**src/mstl_pkg.sv**
```systemverilog
// shared types and constants of the master-stack tile layout block
// used by mstl_div and master_stack_tile_layout; no dependencies
package mstl_pkg;

	// field widths
	localparam int DIM_W   = 12;  // screen dimension registers, frame_x
	localparam int COORD_W = 13;  // signed frame coordinates
	localparam int RATIO_W = 7;
	localparam int CNT_IN_W = 4;
	localparam int IDX_W   = 3;

	// layout constants in pixels
	localparam int OUTER_GAP  = 10;
	localparam int INNER_GAP  = 8;
	localparam int MIN_COLUMN = 100;
	localparam int PERCENT    = 100;

	// shared divider: dividend holds the stack height numerator (at most 4075 < 2**12)
	localparam int DIVD_W = 12;
	localparam int DIVS_W = 7;

	// master width: area width times ratio (4075 * 127 < 2**19), then times 1/100
	localparam int PROD_W      = 19;
	localparam int RECIP_W     = 20;
	localparam int RECIP_SHIFT = 26;
	// ceil(2**26 / 100), exact floor division for any product below 2**19
	localparam logic [RECIP_W-1:0] RECIP_PERCENT = 20'd671089;

	localparam int MAX_WINDOWS_DEF = 8;

	// configuration register indexes
	localparam logic [1:0] CFG_SCREEN_WIDTH  = 2'd0;
	localparam logic [1:0] CFG_SCREEN_HEIGHT = 2'd1;
	localparam logic [1:0] CFG_LAYOUT_MODE   = 2'd2;
	localparam logic [1:0] CFG_MASTER_RATIO  = 2'd3;

	// layout mode codes
	localparam logic MODE_MASTER_STACK = 1'b0;
	localparam logic MODE_MONOCLE      = 1'b1;

	// divider request and response
	typedef struct packed {
		logic              go;
		logic [DIVD_W-1:0] dividend;
		logic [DIVS_W-1:0] divisor;
	} div_req_t;

	typedef struct packed {
		logic              done;
		logic [DIVD_W-1:0] quotient;
	} div_rsp_t;

endpackage

```
**src/master_stack_tile_layout.sv**
```systemverilog
// master-stack / monocle tile layout: one frame per window, last frame flagged; the window
// count saturates to MAX_WINDOWS, and zero windows or an empty master-stack area give none
// monocle or single window: the sequencer goes straight from idle to emitting the frames
// master-stack: product, reciprocal scale by 1/100, clamp, then a divider pass, then emit
// frames leave back to back; busy stays high until the last frame is issued; no receiver stall
// arst_n clears control state and loads the configuration reset values
module master_stack_tile_layout
	import mstl_pkg::*;
#(
	parameter int MAX_WINDOWS = MAX_WINDOWS_DEF
) (
	input  logic                       clk,
	input  logic                       arst_n,
	// command side
	input  logic                       start,
	output logic                       busy,
	input  logic [CNT_IN_W-1:0]        num_windows,
	// configuration write port
	input  logic                       cfg_we,
	input  logic [1:0]                 cfg_addr,
	input  logic [DIM_W-1:0]           cfg_wdata,
	// result side
	output logic                       valid,
	output logic [IDX_W-1:0]           client_index,
	output logic [DIM_W-1:0]           frame_x,
	output logic signed [COORD_W-1:0]  frame_y,
	output logic signed [COORD_W-1:0]  frame_w,
	output logic signed [COORD_W-1:0]  frame_h,
	output logic                       last
);

	localparam int NW = $clog2(MAX_WINDOWS + 1);
	localparam int CW = (NW > CNT_IN_W) ? NW : CNT_IN_W;

	typedef enum logic [5:0] {
		ST_IDLE  = 6'b000001,
		ST_MUL   = 6'b000010,
		ST_SCALE = 6'b000100,
		ST_CLAMP = 6'b001000,
		ST_DIV   = 6'b010000,
		ST_EMIT  = 6'b100000
	} state_t;

	state_t state_q;

	// configuration registers
	logic [DIM_W-1:0]   scr_w_q;
	logic [DIM_W-1:0]   scr_h_q;
	logic               mode_q;
	logic [RATIO_W-1:0] ratio_q;

	// per-transaction registers
	logic [NW-1:0]              n_q;
	logic [NW-1:0]              idx_q;
	logic [PROD_W-1:0]          prod_q;
	logic [COORD_W-1:0]         mw_raw_q;
	logic signed [COORD_W-1:0]  mw_q;
	logic signed [COORD_W-1:0]  each_q;
	logic signed [COORD_W-1:0]  y_q;
	logic                       neg_q;

	// result registers
	logic                       valid_q;
	logic                       last_q;
	logic [IDX_W-1:0]           idx_out_q;
	logic [DIM_W-1:0]           fx_q;
	logic signed [COORD_W-1:0]  fy_q;
	logic signed [COORD_W-1:0]  fw_q;
	logic signed [COORD_W-1:0]  fh_q;

	div_req_t div_req;
	div_rsp_t div_rsp;

	logic                       accept;
	logic [NW-1:0]              n_sat;
	logic signed [COORD_W-1:0]  ww;
	logic signed [COORD_W-1:0]  wh;
	logic                       area_empty;
	logic [PROD_W-1:0]          product;
	logic [PROD_W+RECIP_W-1:0]  scaled;
	logic signed [COORD_W-1:0]  avail;
	logic [COORD_W-1:0]         avail_mag;
	logic [COORD_W-1:0]         mw_lo;
	logic signed [COORD_W-1:0]  mw_hi;
	logic signed [COORD_W-1:0]  mw_clamped;
	logic signed [COORD_W-1:0]  q_signed;
	logic                       full_area;
	logic                       is_last;
	logic signed [COORD_W-1:0]  fx;
	logic signed [COORD_W-1:0]  fy;
	logic signed [COORD_W-1:0]  fw;
	logic signed [COORD_W-1:0]  fh;

	mstl_div u_div (
		.clk    (clk),
		.arst_n (arst_n),
		.req    (div_req),
		.rsp    (div_rsp)
	);

	assign accept = start && (state_q == ST_IDLE);
	assign busy   = (state_q != ST_IDLE);

	// usable area inside the outer gap
	always_comb begin
		ww = $signed({1'b0, scr_w_q}) - COORD_W'(2 * OUTER_GAP);
		wh = $signed({1'b0, scr_h_q}) - COORD_W'(2 * OUTER_GAP);
		area_empty = ww[COORD_W-1] || (ww == '0) || wh[COORD_W-1] || (wh == '0);
	end

	// window count saturated to the parameter
	always_comb begin
		if (CW'(num_windows) > CW'(MAX_WINDOWS))
			n_sat = NW'(MAX_WINDOWS);
		else
			n_sat = NW'(num_windows);
	end

	// master width numerator, its scaling by 1/100 and the stack height numerator
	always_comb begin
		product   = PROD_W'(ww[DIM_W-1:0]) * PROD_W'(ratio_q);
		scaled    = (PROD_W + RECIP_W)'(prod_q) * (PROD_W + RECIP_W)'(RECIP_PERCENT);
		avail     = wh - (COORD_W'(n_q) - COORD_W'(2)) * COORD_W'(INNER_GAP);
		avail_mag = avail[COORD_W-1] ? COORD_W'(-avail) : COORD_W'(avail);
	end

	// divider request: stack height
	always_comb begin
		div_req = '0;
		case (state_q)
			ST_CLAMP: begin
				div_req.go       = 1'b1;
				div_req.dividend = DIVD_W'(avail_mag);
				div_req.divisor  = DIVS_W'(n_q - 1'b1);
			end
			default: begin
				div_req = '0;
			end
		endcase
	end

	// master width clamps: at least the minimum column, then leave one for the stack
	always_comb begin
		mw_lo = (mw_raw_q < COORD_W'(MIN_COLUMN)) ? COORD_W'(MIN_COLUMN) : mw_raw_q;
		mw_hi = ww - COORD_W'(MIN_COLUMN);
		if ($signed({1'b0, mw_lo}) > (COORD_W + 1)'(mw_hi))
			mw_clamped = mw_hi;
		else
			mw_clamped = $signed(mw_lo);
		q_signed = COORD_W'(div_rsp.quotient);
	end

	// frame of the current window
	always_comb begin
		full_area = (mode_q == MODE_MONOCLE) || (n_q == NW'(1));
		is_last   = (idx_q == n_q - 1'b1);
		if (full_area) begin
			fx = COORD_W'(OUTER_GAP);
			fy = COORD_W'(OUTER_GAP);
			fw = ww;
			fh = wh;
		end else if (idx_q == '0) begin
			fx = COORD_W'(OUTER_GAP);
			fy = COORD_W'(OUTER_GAP);
			fw = mw_q;
			fh = wh;
		end else begin
			fx = COORD_W'(OUTER_GAP + INNER_GAP) + mw_q;
			fy = y_q;
			fw = ww - mw_q - COORD_W'(INNER_GAP);
			fh = is_last ? (COORD_W'(OUTER_GAP) + wh - y_q) : each_q;
		end
	end

	// sequencer
	always_ff @(posedge clk or negedge arst_n) begin
		if (!arst_n) begin
			state_q <= ST_IDLE;
			valid_q <= 1'b0;
		end else begin
			valid_q <= 1'b0;
			case (state_q)
				ST_IDLE: begin
					if (accept && (n_sat != '0)) begin
						if (mode_q == MODE_MONOCLE)
							state_q <= ST_EMIT;
						else if (area_empty)
							state_q <= ST_IDLE;
						else if (n_sat == NW'(1))
							state_q <= ST_EMIT;
						else
							state_q <= ST_MUL;
					end
				end
				ST_MUL: begin
					state_q <= ST_SCALE;
				end
				ST_SCALE: begin
					state_q <= ST_CLAMP;
				end
				ST_CLAMP: begin
					state_q <= ST_DIV;
				end
				ST_DIV: begin
					if (div_rsp.done)
						state_q <= ST_EMIT;
				end
				ST_EMIT: begin
					valid_q <= 1'b1;
					if (is_last)
						state_q <= ST_IDLE;
				end
				default: begin
					state_q <= ST_IDLE;
				end
			endcase
		end
	end

	// per-transaction datapath
	always_ff @(posedge clk) begin
		if (accept) begin
			n_q   <= n_sat;
			idx_q <= '0;
			y_q   <= COORD_W'(OUTER_GAP);
		end
		if (state_q == ST_MUL)
			prod_q <= product;
		if (state_q == ST_SCALE)
			mw_raw_q <= scaled[RECIP_SHIFT +: COORD_W];
		if (state_q == ST_CLAMP) begin
			mw_q  <= mw_clamped;
			neg_q <= avail[COORD_W-1];
		end
		if ((state_q == ST_DIV) && div_rsp.done)
			each_q <= neg_q ? -q_signed : q_signed;
		if (state_q == ST_EMIT) begin
			idx_q     <= idx_q + 1'b1;
			if (idx_q != '0)
				y_q <= fy + fh + COORD_W'(INNER_GAP);
			idx_out_q <= IDX_W'(idx_q);
			fx_q      <= fx[DIM_W-1:0];
			fy_q      <= fy;
			fw_q      <= fw;
			fh_q      <= fh;
			last_q    <= is_last;
		end
	end

	// configuration registers
	always_ff @(posedge clk or negedge arst_n) begin
		if (!arst_n) begin
			scr_w_q <= DIM_W'(640);
			scr_h_q <= DIM_W'(480);
			mode_q  <= MODE_MASTER_STACK;
			ratio_q <= RATIO_W'(50);
		end else if (cfg_we) begin
			case (cfg_addr)
				CFG_SCREEN_WIDTH:  scr_w_q <= cfg_wdata;
				CFG_SCREEN_HEIGHT: scr_h_q <= cfg_wdata;
				CFG_LAYOUT_MODE:   mode_q  <= cfg_wdata[0];
				CFG_MASTER_RATIO:  ratio_q <= cfg_wdata[RATIO_W-1:0];
				default: begin
					scr_w_q <= scr_w_q;
				end
			endcase
		end
	end

	assign valid        = valid_q;
	assign client_index = idx_out_q;
	assign frame_x      = fx_q;
	assign frame_y      = fy_q;
	assign frame_w      = fw_q;
	assign frame_h      = fh_q;
	assign last         = valid_q && last_q;

`ifndef ASSERT_OFF
	// a frame only leaves after an emit cycle
	a_valid_from_emit: assert property (@(posedge clk) disable iff (!arst_n)
		valid |-> $past(state_q == ST_EMIT))
		else $error("frame issued outside emit");

	// the last frame closes the transaction
	a_gap_after_last: assert property (@(posedge clk) disable iff (!arst_n)
		(valid && last) |=> !valid)
		else $error("frame follows last frame");

	// divider completes only while the sequencer waits on it
	a_div_done_waited: assert property (@(posedge clk) disable iff (!arst_n)
		div_rsp.done |-> (state_q == ST_DIV))
		else $error("divider done while not waited on");

	// frames carry indexes below the window count
	a_index_range: assert property (@(posedge clk) disable iff (!arst_n)
		(state_q == ST_EMIT) |-> (idx_q < n_q))
		else $error("window index out of range");
`endif

endmodule

```
**src/mstl_div.sv**
```systemverilog
// restoring unsigned divider, one quotient bit per cycle
// depends on mstl_pkg for widths and request/response types
module mstl_div
	import mstl_pkg::*;
(
	input  logic     clk,
	input  logic     arst_n,
	input  div_req_t req,
	output div_rsp_t rsp
);

	localparam int STEP_W = $clog2(DIVD_W);

	logic              active_q;
	logic              done_q;
	logic [STEP_W-1:0] step_q;
	logic [DIVS_W-1:0] dvs_q;
	logic [DIVS_W-1:0] rem_q;
	logic [DIVD_W-1:0] quo_q;

	logic [DIVS_W:0]   shifted;
	logic [DIVS_W:0]   diff;

	// trial subtract of the next partial remainder
	always_comb begin
		shifted = {rem_q, quo_q[DIVD_W-1]};
		diff    = shifted - {1'b0, dvs_q};
	end

	// control of the iteration
	always_ff @(posedge clk or negedge arst_n) begin
		if (!arst_n) begin
			active_q <= 1'b0;
			done_q   <= 1'b0;
			step_q   <= '0;
		end else begin
			done_q <= 1'b0;
			if (req.go) begin
				active_q <= 1'b1;
				step_q   <= '0;
			end else if (active_q) begin
				if (step_q == STEP_W'(DIVD_W - 1)) begin
					active_q <= 1'b0;
					done_q   <= 1'b1;
				end
				step_q <= step_q + 1'b1;
			end
		end
	end

	// datapath: quotient shifts in where the dividend shifts out
	always_ff @(posedge clk) begin
		if (req.go) begin
			dvs_q <= req.divisor;
			rem_q <= '0;
			quo_q <= req.dividend;
		end else if (active_q) begin
			if (!diff[DIVS_W]) begin
				rem_q <= diff[DIVS_W-1:0];
				quo_q <= {quo_q[DIVD_W-2:0], 1'b1};
			end else begin
				rem_q <= shifted[DIVS_W-1:0];
				quo_q <= {quo_q[DIVD_W-2:0], 1'b0};
			end
		end
	end

	assign rsp.done     = done_q;
	assign rsp.quotient = quo_q;

endmodule
```
**config.mk**
```make
export PLATFORM = sky130hd
export DESIGN_NAME = master_stack_tile_layout
export DESIGN_NICKNAME = d
export VERILOG_FILES = /design/src/mstl_pkg.sv /design/src/master_stack_tile_layout.sv /design/src/mstl_div.sv
export SDC_FILE = /design/constraint.sdc
export NUM_CORES = 1
export LEC_CHECK = 0
export BUFFER_PORTS_ARGS = -buffer_cell sky130_fd_sc_hd__buf_4
export CAP_MARGIN = 0
export CELL_PAD_IN_SITES_DETAIL_PLACEMENT = 1
export CELL_PAD_IN_SITES_GLOBAL_PLACEMENT = 2
export CORE_MARGIN = 1
export CORE_UTILIZATION = 39
export CTS_BUF_LIST = sky130_fd_sc_hd__clkbuf_8
export CTS_CLUSTER_SIZE = 10
export DETAILED_ROUTE_END_ITERATION = 10
export PLACE_DENSITY_LB_ADDON = 0.05
export SLEW_MARGIN = 10
export SYNTH_ARGS = -nofsm -noshare
export SYNTH_HDL_FRONTEND = slang
export SYNTH_SLANG_ARGS = --single-unit
```
**constraint.sdc**
```tcl
create_clock -name clk -period 5.6 [get_ports clk]
set_input_delay 0.28 -clock clk [delete_from_list [all_inputs] [get_ports clk]]
set_output_delay 0.28 -clock clk [all_outputs]
set_load 0.01 [all_outputs]
```
After elaboration in Yosys (flattened, before gate mapping)

Index checks and enable logic that the tools add are counted.

Input port bits: 22
Word-level logic and storage cells: 128
Output and inout bits: 57
Bits in registers: 206

Multipliers: 2
Reduce and logical (&&, ||, !) cells: 22
Order comparisons: 3
Eq/ne operators: 17
$add $sub $neg: 19
Multiplexer cells: 38

Operator list:

| kind                                                | number |
|---|---|
| 2-to-1 mux 13 bit                                   | 12 |
| 2-to-1 mux 12 bit                                   | 4 |
| multiplier 19 x 20 -> 39 bit, second input constant | 1 |
| subtractor 13 bit                                   | 3 |
| 2-to-1 mux 6 bit                                    | 6 |
| case mux 6 bit (6 select lines)                     | 1 |
| logical NOT 13 bit                                  | 2 |
| subtractor 12 x 5 -> 13 bit, second input constant  | 2 |
| 2-to-1 mux 20 bit                                   | 1 |
| 2-to-1 mux 4 bit                                    | 5 |
| multiplier 12 x 7 -> 19 bit                         | 1 |
| > comparator 14 x 13 -> 1 bit                       | 1 |
| adder 13 bit                                        | 1 |
| adder 13 x 5 -> 13 bit, second input constant       | 1 |
| adder 5 x 13 -> 13 bit, first input constant        | 1 |
| < comparator 13 x 7 -> 1 bit, second input constant | 1 |
| negation 12 -> 13 bit                               | 1 |
| subtractor 13 x 5 -> 13 bit, second input constant  | 1 |
| subtractor 13 x 8 -> 13 bit, second input constant  | 1 |
| adder 6 x 12 -> 12 bit, first input constant        | 1 |
| negation 12 bit                                     | 1 |
| adder 4 x 1 -> 4 bit, second input constant         | 2 |
| equality test 4 x 1 -> 1 bit, second input constant | 2 |
| 2-to-1 mux 1 bit                                    | 8 |
| other kinds (28)                                    | 41 |

Longest topological paths before layout

Depth after elaboration: 10
Gate-level depth with buffers: 26
Depth with buffers taken out: 26

Hierarchy

Synthesis repeated with hierarchy kept, for this count alone.

Cells, all modules: 2060
Area total of the unflattened synthesis: 20917.6 µm²

Modules (own cells, without submodules):

| module                   | times used | cells an instance | area an instance (µm²) |
|---|---|---|---|
| master_stack_tile_layout | 1          | 1910              | 19243.5 |
| mstl_div                 | 1          | 150               | 1674.1 |

Least setup slack after synthesis

Ideal clock, no wire load.

Path kind: reg-to-reg
Start: reg prod_q[17]
End: reg mw_raw_q[6] (data pin)
Stages on the path, launching flop included: 21
Data arrival time: 5779 ps
Setup time: 266 ps
Path slack: -445 ps
Path through: edfxtp_1 fa_1 inv_1 fa_1 inv_1 fa_1 fa_1 fa_1 inv_1 fa_1 inv_1 ha_1 a21o_1 a21o_1 a211oi_1 a21oi_1 o21a_1 o31a_1 nor4_1 nor3_1 xor2_1

Cells in the longest elaborated chain, start to end: 1

RTL lines:

| element                      | line                            | RTL |
|---|---|---|
| start, declared              | master_stack_tile_layout.sv:55  | `logic [PROD_W-1:0] prod_q;` |
| start signal, assigned       | master_stack_tile_layout.sv:228 | `prod_q <= product;` |
| multiplier 19 x 20 -> 39 bit | master_stack_tile_layout.sv:122 | `scaled = (PROD_W + RECIP_W)'(prod_q) * (PROD_W + RECIP_W)'(RECIP_PERCENT);` |
| net scaled[32]               | master_stack_tile_layout.sv:80  | `logic [PROD_W+RECIP_W-1:0] scaled;` |
| end signal, assigned         | master_stack_tile_layout.sv:230 | `mw_raw_q <= scaled[RECIP_SHIFT +: COORD_W];` |
| end, declared                | master_stack_tile_layout.sv:56  | `logic [COORD_W-1:0] mw_raw_q;` |

The timed path passes the listed nets, and every way through them passes these cells.
A chain may end at the register's enable or synchronous reset.

Worst setup path in the final report

Start: reg prod_q[3]
End: reg mw_raw_q[5] (data pin)

The elaborated chain is that of the path after synthesis.

==> summary.md <==
| Metric | Value |
|---|---|
| Outcome | `finished with violations` |
| Failing checks | `negative setup slack` |
| Pre-CTS setup slack | `-0.468 ns` |
| Clk_lat worst skew | `0.60 ns` |
| Critical path peak fanout | `4` |
| Fill count | `5885` |
| Commonest non-fill, non-tap cell in the layout | `inv_1` |
| Global route overflow | `0` |
| Crit-path cells | `fa_1 -> fa_1 -> inv_1 -> fa_1 -> inv_2 -> fa_1 -> fa_1 -> inv_1 -> fa_1 -> inv_1 -> ha_1 -> nand4_1 -> a21oi_2 -> nand3_2 -> a211o_4 -> a21oi_4 -> o21a_1 -> o31a_1 -> o21a_1 -> nor2_2 -> xnor2_1` |
| Die height | `233 um` |
| Initial antenna violation count | `3` |
| Final net count | `2858` |
| Post-synthesis sequential area ratio | `27.6%` |
| Worst path slowest cell | `fa_1` |
| Most frequent cells in the layout | `inv_1, ha_1, buf_4, fa_1, edfxtp_1` |
| Mapped Nets | `2580` |
| Setup violators final | `10` |
| # placed instances | `2938` |
| Asr flop ratio synth | `22.1%` |
| Period utilization | `105%` |
| Worst path bufs/invs | `4` |
| TNS Setup | `-1.77 ns` |
| Vias in the first global route | `16500` |
| Synth area leaders | `edfxtp_1, ha_1, fa_1` |
| Slew @ Worst Pin | `1.09 ns` |
| Longest Clk Path Bufs | `3` |
| DP Area | `23200 um2` |
| Global-route wire length before repair | `94600 um` |
| Post-synth top area share | `20.1%` |
| Yosys warns | `0` |
| TritonCTS clock tree | `yes` |
| Remaining antenna violation count after routing | `0` |
| Multi-input logic area | `13900 um2` |
| Fin crit period | `5.87 ns` |
| R2r setup slk | `-0.27 ns` |
| Arr. time, crit path | `6.18 ns` |
| DP HPWL | `49100 um` |
| Count of cell types in the netlist | `83` |
| CTS Root Buffer Type | `clkbuf_8` |
| Max-Cap Viols | `0` |
| Hold Crit Class | `in -> reg` |
| Unrepaired setup endpoints after global routing | `yes` |
| Worst Path Required | `5.92 ns` |
| 1st-pass router iterations | `6` |
| Layout cells sized above 1 | `20.4%` |
| Post-synth EDFFs | `139` |
| Top achievable clock speed | `170 MHz` |
| Syn Inst Count | `2068` |
| Clk_skew | `0.0355 ns` |
| Setup CP Type | `reg -> reg` |
| Endpoint class of the critical path | `flip-flop` |
| Core area | `52600 um2` |
| Aggregate global-route resource usage | `23.0%` |
| Startpoint Class | `flip-flop` |
| Mean Syn Cell Area | `10.0 um2` |
| Ys flop type | `edfxtp_1` |
| Max Slew Vio Count | `0` |
| Initial Util | `39.5%` |
| Critical Path Most Common Cell | `fa_1` |
| H-Tree Depth | `2` |
| Placer's final routability congestion estimate | `0.860` |
| CTS buffer count | `41` |
| Top Family by Delay on Critical Path | `adder cells` |
| Layout area overhead | `20.9%` |
| FF+latch area | `5710 um2` |
| Finished Layout Cells | `3068` |
| I/O pin count | `79` |
| Final Cell Area | `25100 um2` |
| Die width | `233 um` |
| Row Count | `84` |
| # DRC | `0` |
| CTS Sinks | `204` |
| PnR worst setup slack | `-0.265 ns` |
| Clock-pin slew on the worst setup and hold paths | `0.06 ns` |
| DR vias | `15400` |
| Final wirelength | `60600 um` |
| DR WL/cell | `19.8 um` |
| Flops & latches, synth | `204` |
| Largest net degree at the start of global routing | `59` |
| Initial DRC Count | `722` |
| Rel. slew slack | `26.7%` |
| Fin. Hold Viols | `0` |
| Via density | `5.01` |
| Top cell type by total area after synthesis | `edfxtp_1` |
| Die ar. | `54100 um2` |
| Crit-path max cell delay | `0.55 ns` |
| IO buf count | `78` |
| Cell Area, Synth | `20700 um2` |
[worst register-to-register path, cell delays in order (launching register included)]
cell      delay, ns
edfxtp_1       0.46
fa_1           0.51
fa_1           0.55
inv_1          0.06
fa_1           0.50
inv_2          0.04
fa_1           0.46
fa_1           0.49
inv_1          0.05
fa_1           0.48
inv_1          0.05
ha_1           0.27
nand4_1        0.11
a21oi_2        0.18
nand3_2        0.11
a211o_4        0.39
a21oi_4        0.19
o21a_1         0.16
o31a_1         0.21
o21a_1         0.19
nor2_2         0.05
xnor2_1        0.12
[cell usage after synthesis, types with 14 or more instances]
cell type	instances
fa_1	181
o21ai_0	43
inv_1	388
clkbuf_1	44
nor2b_1	49
a211oi_1	15
nand2b_1	23
and3_1	14
xor2_1	55
edfxtp_1	139
nor3_1	32
dfrtp_1	35
o21ai_1	23
nor2_1	109
nand2_1	131
and2_1	26
mux2_2	29
a21o_1	22
nand3_1	19
a21oi_1	90
mux2i_1	18
dfxtp_1	20
xnor2_1	71
ha_1	309
[path summary, 6_finish.rpt]
path,depth (start not counted),from,to
worst max-delay path,21,prod_q[3]$_DFFE_PP_,mw_raw_q[5]$_DFFE_PP_
worst min-delay path,2,start,state_q[1]$_DFFE_PN0P_
worst max register to register,21,prod_q[3]$_DFFE_PP_,mw_raw_q[5]$_DFFE_PP_
worst min register to register,1,u_div.done_q$_DFF_PN0_,state_q[4]$_DFFE_PN0P_
max in group asynchronous,2,arst_n,scr_w_q[2]$_DFFE_PN0P_
min in group asynchronous,2,arst_n,valid$_DFF_PN0_
[cells by family (layout without fill, tap and decap cells)]
logic type	count (synthesis)	after routing	synth area share (%)
adders and majority gates	490	490	36.1
and+or+nand+nor	474	474	11.5
xor gates and xnor gates	131	131	5.82
buffers and inverters	442	753	8.10
other	0	1	0
AOI/OAI and AO/OA	279	279	8.41
muxes	48	48	2.50
DFF	204	204	27.6
[stage by stage]
stage | hold WS [ns] | utilization [%]
after global routing | 0.00532 | 47.7
after detailed placement | 0.350 | 44.1
after floorplan | -0.0156 | -
after global placement | 0.345 | 44.1
final | 0.0616 | 47.7
after CTS | 0.0158 | 47.0
[area by class of cell]
class	instances	share of cell area (%)
well taps	688	3.43
multi-input cells	1422	55.3
inverters	392	5.88
diodes	1	0.00998
clock buffers	49	2.69
flip-flops and latches	204	22.8
clock inverters	27	1.06
repair buffers	285	8.83
[sequential cells by signal, summed over array words and instances (netlist names), 3 cells and up]
name / cells
client_index: 3
each_q: 13
frame_h: 13
frame_w: 13
frame_x: 12
frame_y: 13
idx_q: 4
mw_q: 13
mw_raw_q: 13
n_q: 4
prod_q: 19
ratio_q: 7
scr_h_q: 12
scr_w_q: 12
state_q: 6
u_div.dvs_q: 5
u_div.quo_q: 12
u_div.rem_q: 7
u_div.step_q: 4
y_q: 13
[layer usage]
layer	share of wire (%)	track usage, %	up-vias
li1	-	-	7396
met1	50	33.6	7708
met2	45	36.5	211
met3	3.3	2.79	48
met4	1.4	4.45	0
met5	0	0	-
[repair_timing]
action,CTS,global route
setup buffers,23,14
pin swaps,36,35
hold buffers,17,0
resized for setup,39,59
hold endpoints to repair,71,0
setup endpoints to repair,15,19
Power is not shown: default switching activity piles up to over one toggle a cycle in this logic, so the estimate is an artifact.
